<file path="src/rtl/core/assert_macros.svh">
// Assertion macros shared by the interpolator RTL.
// Plain SystemVerilog text; no other file is needed.
`ifndef ASSERT_MACROS_SVH
`define ASSERT_MACROS_SVH

// Clocked property, ignored while reset is high.
`define PLI_ASSERT(name, clk, rst, prop, msg) \
  name: assert property (@(posedge clk) disable iff (rst) prop) else $error(msg);

// Clocked property that is also checked during reset.
`define PLI_ASSERT_ALWAYS(name, clk, prop, msg) \
  name: assert property (@(posedge clk) prop) else $error(msg);

`endif

</file>
<file path="src/rtl/core/pli_pkg.sv">
// Package for the piecewise-linear interpolator: sizes, codes and the
// structs passed between the sequencer and the arithmetic unit.
// Depends on nothing.
`default_nettype none

package pli_pkg;

  // Table size and index widths.
  localparam int MAX_POINTS = 16;
  localparam int PTR_W      = $clog2(MAX_POINTS);
  localparam int N_W        = 5;

  // Stream and register port widths.
  localparam int S_DATA_W = 72;
  localparam int M_DATA_W = 40;
  localparam int ADDR_W   = 3;

  // Request kinds carried on s_tuser.
  localparam logic REQ_LOAD  = 1'b0;
  localparam logic REQ_QUERY = 1'b1;

  // Register indexes, taken from paddr[2].
  localparam logic REG_POINTS = 1'b0;
  localparam logic REG_EXTRAP = 1'b1;

  // Result status codes.
  localparam logic [1:0] STATUS_OK         = 2'd0;
  localparam logic [1:0] STATUS_ZERO_WIDTH = 2'd1;
  localparam logic [1:0] STATUS_SATURATED  = 2'd2;
  localparam logic [1:0] STATUS_UNUSED     = 2'd3;

  // Bounds of the 32-bit signed result.
  localparam logic signed [31:0] RES_MAX = 32'sh7FFF_FFFF;
  localparam logic signed [31:0] RES_MIN = 32'sh8000_0000;

  // Operands handed to the arithmetic unit.
  typedef struct packed {
    logic [31:0]        mag_dy;
    logic [31:0]        mag_dq;
    logic [31:0]        mag_dx;
    logic               neg;
    logic signed [31:0] y_left;
  } arith_req_t;

  // Finished result from the arithmetic unit.
  typedef struct packed {
    logic signed [31:0] value;
    logic [1:0]         status;
  } arith_res_t;

endpackage

`default_nettype wire

</file>
<file path="src/rtl/core/pli_arith.sv">
// Arithmetic unit of the interpolator: one 32x32 multiply, an overflow
// check and a bit-serial divide, then the saturating add. Uses pli_pkg.
`default_nettype none

module pli_arith
  import pli_pkg::*;
(
  input  wire logic       clk,
  input  wire logic       rst,
  input  wire logic       start,
  input  wire arith_req_t req,
  output logic            busy,
  output logic            done,
  output arith_res_t      res
);

  `include "assert_macros.svh"

  typedef enum logic [2:0] {
    A_IDLE,
    A_MUL,
    A_CHK,
    A_DIV,
    A_FIN
  } astate_t;

  astate_t            state;
  arith_req_t         op;
  logic [63:0]        prod;
  logic [31:0]        rem;
  logic [32:0]        dvd;
  logic [32:0]        quo;
  logic [5:0]         cnt;
  logic               sat;

  logic [32:0]        trial;
  logic               trial_ge;
  logic signed [34:0] sum;

  // One restoring-division step and the final signed sum.
  always_comb begin
    trial    = {rem, dvd[32]};
    trial_ge = (trial >= {1'b0, op.mag_dx});
    if (op.neg) begin
      sum = 35'(op.y_left) - $signed({2'b00, quo});
    end else begin
      sum = 35'(op.y_left) + $signed({2'b00, quo});
    end
  end

  assign busy = (state != A_IDLE);

  // Sequencer with its datapath registers.
  always_ff @(posedge clk) begin
    if (rst) begin
      state <= A_IDLE;
      done  <= 1'b0;
    end else begin
      done <= 1'b0;
      case (state)
        A_IDLE: begin
          if (start) begin
            op    <= req;
            state <= A_MUL;
          end
        end
        A_MUL: begin
          prod  <= op.mag_dy * op.mag_dq;
          state <= A_CHK;
        end
        A_CHK: begin
          // The quotient fits 33 bits only if prod < dx * 2^33.
          sat <= ({1'b0, prod} >= {op.mag_dx, 33'd0});
          rem <= {1'b0, prod[63:33]};
          dvd <= prod[32:0];
          quo <= '0;
          cnt <= 6'd32;
          if ({1'b0, prod} >= {op.mag_dx, 33'd0}) begin
            state <= A_FIN;
          end else begin
            state <= A_DIV;
          end
        end
        A_DIV: begin
          if (trial_ge) begin
            rem <= 32'(trial - {1'b0, op.mag_dx});
          end else begin
            rem <= trial[31:0];
          end
          quo <= {quo[31:0], trial_ge};
          dvd <= {dvd[31:0], 1'b0};
          cnt <= cnt - 6'd1;
          if (cnt == 6'd0) begin
            state <= A_FIN;
          end
        end
        A_FIN: begin
          done <= 1'b1;
          if (sat) begin
            res.value  <= op.neg ? RES_MIN : RES_MAX;
            res.status <= STATUS_SATURATED;
          end else if (sum > 35'(RES_MAX)) begin
            res.value  <= RES_MAX;
            res.status <= STATUS_SATURATED;
          end else if (sum < 35'(RES_MIN)) begin
            res.value  <= RES_MIN;
            res.status <= STATUS_SATURATED;
          end else begin
            res.value  <= sum[31:0];
            res.status <= STATUS_OK;
          end
          state <= A_IDLE;
        end
        default: begin
          state <= A_IDLE;
        end
      endcase
    end
  end

  // Checks on the unit's own sequencing and saturation.
  `PLI_ASSERT(a_done_pulse, clk, rst, done |=> !done, "done held for more than one cycle")
  `PLI_ASSERT(a_start_idle, clk, rst, start |-> (state == A_IDLE), "start while busy")
  `PLI_ASSERT(a_sat_bound, clk, rst, (done && res.status == STATUS_SATURATED) |-> (res.value == RES_MAX || res.value == RES_MIN), "saturated value not at a bound")

endmodule

`default_nettype wire

</file>
<file path="config.mk">
export PLATFORM = sky130hd
export DESIGN_NAME = pli_arith
export DESIGN_NICKNAME = d
export VERILOG_FILES = /design/src/rtl/core/pli_pkg.sv /design/src/rtl/core/pli_arith.sv
export VERILOG_INCLUDE_DIRS = /design/src /design/src/rtl/core
export SDC_FILE = /design/constraint.sdc
export NUM_CORES = 2
export LEC_CHECK = 0
export BUFFER_PORTS_ARGS = -buffer_cell sky130_fd_sc_hd__buf_2
export CAP_MARGIN = 20
export CELL_PAD_IN_SITES_DETAIL_PLACEMENT = 1
export CELL_PAD_IN_SITES_GLOBAL_PLACEMENT = 2
export CORE_MARGIN = 2
export CORE_UTILIZATION = 47
export CTS_BUF_LIST = sky130_fd_sc_hd__clkbuf_4
export DETAILED_ROUTE_END_ITERATION = 8
export PLACE_DENSITY = 0.87
export RECOVER_POWER = 50
export SETUP_SLACK_MARGIN = 0.02
export SYNTH_ARGS = -nofsm -noshare
export SYNTH_HDL_FRONTEND = slang
export SYNTH_SLANG_ARGS = --single-unit
</file>
<file path="constraint.sdc">
create_clock -name clk -period 28.5 [get_ports clk]
set_input_delay 7.125 -clock clk [delete_from_list [all_inputs] [get_ports clk]]
set_output_delay 7.125 -clock clk [all_outputs]
set_load 0.05 [all_outputs]
</file>
## Word-level counts from Yosys, hierarchy flattened

Cells that the tools add are included.

| storage, ports and cells | value |
|---|---|
| input port bits | 132 |
| output and inout bits | 36 |
| latch bits | 0 |
| logic and storage cells | 57 |
| memories kept | 0 |
| register bits after elaboration | 336 |
| bits in writable memories | 0 |
| ROM bits | 0 |

| cells by class | value |
|---|---|
| divide/modulo/power cells | 0 |
| bitwise operators | 1 |
| muxes and demuxes | 15 |
| reductions and logical operators | 11 |
| add/subtract/negate cells | 4 |
| shift operators | 0 |
| equality and inequality tests | 6 |
| multiply operators | 1 |
| $lt $le $gt $ge | 4 |

Operators by type and width:

| cell | count |
|---|---|
| $pmux W33 S2 | 2 |
| $mux W34 | 3 |
| $ge A64 B65 Y1 | 1 |
| $mul A32 B32 Y64 | 1 |
| $mux W32 | 2 |
| $pmux W32 S2 | 1 |
| $add A32 B34 Y35 | 1 |
| $gt A35 B32 Y1 const B | 1 |
| $lt A35 B32 Y1 const B | 1 |
| $mux W35 | 1 |
| $sub A32 B34 Y35 | 1 |
| $ge A33 B32 Y1 | 1 |
| $sub A32 B32 Y32 | 1 |
| $pmux W3 S4 | 1 |
| $pmux W6 S2 | 1 |
| $reduce_and A2 Y1 | 5 |
| $mux W3 | 3 |
| $eq A3 B2 Y1 const B | 2 |
| $logic_not A6 Y1 | 1 |
| $sub A6 B1 Y6 const B | 1 |
| $ne A2 B2 Y1 const B | 2 |
| $eq A3 B1 Y1 const B | 1 |
| $eq A3 B3 Y1 const B | 1 |
| $logic_not A3 Y1 | 1 |
| 6 further kinds | 6 |

## Depth between registers and ports, before layout

| logic depth | value |
|---|---|
| word-level depth | 6 |
| depth in mapped cells | 30 |

## Worst setup path before layout

Ideal clock, no wire load.

| timing path | value |
|---|---|
| kind | input-to-reg |
| start point | input rst |
| end point | register op[0] (netlist name), enable pin |
| stages on the path | 3 |
| setup slack | 11,607 ps |
| arrival time | 16,119 ps |
| library setup time | 775 ps |
| required time | 27,725 ps |
| cell sequence | nor2_1 > o21ai_0 > nor3_1 |

| between the ends | value |
|---|---|
| word-level cells in the longest chain between the ends | 2 |

RTL lines:

| item | line | text |
|---|---|---|
| start: declaration | pli_arith.sv:9 | `input wire logic rst,` |
| $not A1 Y1 (no source line) | - |  |
| $reduce_and A3 Y1 (no source line) | - |  |
| end signal: assignment | pli_arith.sv:63 | `op <= req;` |
| end: declaration | pli_arith.sv:28 | `arith_req_t op;` |

No other way between the ends.
A chain may end at the register's enable or synchronous reset.

## Worst setup path after layout

| timing path | value |
|---|---|
| start point | input rst |
| end point | register dvd[8], enable pin |

| between the ends | value |
|---|---|
| word-level cells in the longest chain between the ends | 2 |

RTL lines:

| item | line | text |
|---|---|---|
| $not A1 Y1 (no source line) | - |  |
| $reduce_and A2 Y1 (no source line) | - |  |
| end signal: assignment | pli_arith.sv:75 | `dvd <= prod[32:0];` |
| end signal: assignment | pli_arith.sv:91 | `dvd <= {dvd[31:0], 1'b0};` |
| end: declaration | pli_arith.sv:31 | `logic [32:0] dvd;` |

No other way between the ends.

==> impl_metrics.csv <==
group,metric,value,unit
die,chipWidth,330,um
grt,global_route.usage.total,27.7,%
logic_synthesis,synthArstFlopShare,0,%
grt,initial_antenna_violation_count,11,
logic_synthesis,post_synth_edffs,331,
setup_path,worstPathArrival,10.56,ns
setup_path,critical_path.startpoint_type,"primary input",
logic_synthesis,synth_largest_type_area_fraction,35.9,%
cts,clock_tree.root_cell,"clkbuf_4",
logic_synthesis,yosys_warnings,0,
placed_design,dp_cells,6458,
logic_synthesis,syn_area_per_cell,9.84,sq um
logic_synthesis,postSynthNetCount,6483,
timing,finalClockSkew,0.104,ns
placed_design,gp_routability_congestion,0.863,
cells_and_area,final_cell_area,0.0534,sq mm
cts,worstSkewPairLatency,0.96,ns
setup_path,crit_slowest_cell,"and2_0",
route,route.detailed.drc,0,
setup_path,cpPeakStageDelay,2.08,ns
cts,cts_resized,0,
setup_path,setup.reg_to_reg.worst_slack,18.70,ns
cts,cts_tree,"built",
cells_and_area,areaGrowthSynthToFinish,6.65,%
timing,setup_violations,0,
timing,finalHoldViolCount,0,
logic_synthesis,dominantRegCellSynth,"edfxtp_1",
timing,final-max-slew-violation-count,390,
timing,period_minus_slack,10.06,ns
placed_design,hpwl,107,mm
route,first_pass_iters,5,
cells_and_area,final_core_utilization,50.6,%
cells_and_area,fin_cells,6641,
setup_path,required,29.00,ns
die,initial_core_util,47.5,%
cells_and_area,layout.filler_cells,11935,
route,detail_route.wl_per_cell,21.9,um
timing,post_route_setup_tns,0,ns
grt,grt-ovfl-total,0,
die,core,0.106,sq mm
route,viasPerCell,5.47,
setup_path,crit_chain,"clkbuf_1 -> nor2_1 -> and2_0 -> buf_4",
cts,post_cts.repair.setup_buffers,0,
cells_and_area,post_route_cells_drive_above_1_share,7.44,%
cts,cts.clk_slew.worst_paths,0.07,ns
cts,clock_tree.htree_level_count,3,
logic_synthesis,netlist-cell-type-count,88,
placed_design,placedInstanceArea,0.0522,sq mm
setup_path,path_class,"primary input to flop",
timing,relSlewSlack,-119,%
timing,worst_pin_slew,3.28,ns
logic_synthesis,ys_seq_elements,335,
logic_synthesis,netlist_instances,5090,
die,boundaryPins,168,
cts,numClockSinks,335,
timing,min_period_over_period,35.3,%
setup_path,worstPathMaxFanout,65,
cts,cts-buffers-inserted,98,
outcome,failed_checks,"capacitance limit, slew limit",
logic_synthesis,yosysSeqAreaShare,20.0,%
timing,grt_setup_unrepaired,"no",
die,die_h,330,um
cells_and_area,nNetsFinal,6560,
logic_synthesis,netlist_top_cells_area,"fa_1 (36%), edfxtp_1 (20%), ha_1 (9.1%)",
logic_synthesis,synth_top_cell_by_area,"fa_1",
logic_synthesis,post_synth_instance_area,0.0501,sq mm
outcome,outcome,"finished, violations left",
cts,clock_tree.buffer_depth,3,
setup_path,setup.worst_path.end_class,"flop",
route,wirelength,146,mm
route,detailroute.via_count,36311,
grt,largest_net_degree_at_the_start_of_global_routing,83,
route,drtIter0Drc,1920,
placed_design,port-buffer-count,166,
cts,postCtsHoldBufs,0,
flow_run,max_cap_viol_count,9,
grt,grt_first_pass_wirelength,232,mm
die,design.die.area,0.109,sq mm
route,final_antenna_net_count,0,
die,std_cell_rows,119,
hold_path,hold_path_class,"flop to flop",
timing,clock.fmax,99.4,MHz
grt,via_count_of_the_first_global_routing_pass,40788,
cell type report:
class                      count  area, sq um  share of cell area [%]
multi-input combinational   3573        35600                    66.6
sequential                   335        10000                    18.8
inverter                     916         3440                    6.44
antenna                        5         12.5                  0.0234
clock buffer                 136         1020                    1.91
clock inverter                42          249                   0.466
timing repair buffer         243         1350                    2.53
tap                         1391         1740                    3.26
registers in the layout, summed over array words and instances (netlist names):
name,flops
sat,1
state,3
res,33
op,129
rem,32
done,1
prod,64
cnt,6
dvd,33
quo,33
layer usage:
metal  track usage (%)  share of wire [%]
met1              36.8                 43
met3              4.85                6.0
met5                 0              0.023
met2              46.6                 48
met4              8.16                2.8
kinds of logic (layout without fill, tap and decap cells):
| logic type | count (synthesis) | in the layout | share of synthesized area [%] |
|---|---|---|---|
| buffers and inverters | 1182 | 1337 | 8.91 |
| DFF | 335 | 335 | 20.0 |
| other | 1 | 6 | 0.00749 |
| and+or+nand+nor | 1618 | 1618 | 16.4 |
| adders and majority gates | 1261 | 1261 | 44.9 |
| muxes | 5 | 5 | 0.105 |
| xor gates and xnor gates | 148 | 148 | 2.59 |
| AOI/OAI and AO/OA | 540 | 540 | 7.05 |
layout by cell type, fill, tap and decap left out, types with 6 or more instances in the layout:
master    instances
o21ai_0         112
nor4_1           12
nor2_1          118
xor2_1           53
clkinv_2         10
nand2b_1         14
a211oi_1         14
fa_1            898
o211ai_1         14
and2_0           28
nor3_1           21
clkbuf_1         29
and2_1          628
o21a_1           22
o21bai_1         14
xnor2_1          95
and3_1           22
clkbuf_4        136
a31oi_1          38
and4_1            6
a21o_1           86
a211o_1          10
a311oi_1          7
clkinv_1         25
ha_1            363
o31ai_1           9
or4_1             8
buf_2           145
edfxtp_1        331
buf_4            69
or3_1            10
nor2b_1          23
a21oi_1         144
nand3_1          36
nand2_1         644
nand4_1          25
inv_1           916
a31o_2            6
per-stage QoR:
stage / worst slack [ns] / hold slack (ns)
3_3_place_gp: 19.06 / 0.487
3_5_place_dp: 18.95 / 0.494
6_report: 18.44 / 0.500
5_1_grt: 18.12 / 0.531
4_1_cts: 19.33 / 0.504
2_1_floorplan: 11.61 / 0.484
worst max-delay path, delay by kind of cell:
family                 cells  cell delay, ns
buffers and inverters      2            1.03
AND/OR/NAND/NOR            2            2.29
worst paths after layout:
kind                                         from            endpoint  cells past startpoint
worst max-delay path                          rst    dvd[8]$_DFFE_PP_                      4
worst max register to register  op[100]$_DFFE_PP_  prod[56]$_DFFE_PP_                     24
worst min-delay path             dvd[1]$_DFFE_PP_    dvd[2]$_DFFE_PP_                      2
worst min register to register   dvd[1]$_DFFE_PP_    dvd[2]$_DFFE_PP_                      2
synth_stat cells (5+ instances only):
library cell and n:
and3_1 22, nand3_1 36, clkbuf_1 251, nor2_1 118, o21bai_1 14, o21ai_1 12, and2_1 655, nand2_1 644
edfxtp_1 331, inv_1 916, a211o_1 10, and4_1 6, a311oi_1 6, a211oi_1 13, a31oi_1 38, xor2_1 53
nor3_1 22, ha_1 363, o211ai_1 14, nand2b_1 14, nor2b_1 23, a21oi_1 144, fa_1 898, nand4_1 25
o41ai_1 5, buf_2 5, o21ai_0 104, buf_1 6, or4_1 8, or3_1 9, xnor2_1 95, o21a_1 22
a21o_1 86, a31o_2 6, o31ai_1 9, nor4_1 13
Power is not shown: default switching activity piles up to over one toggle a cycle in this logic, so the estimate is an artifact.
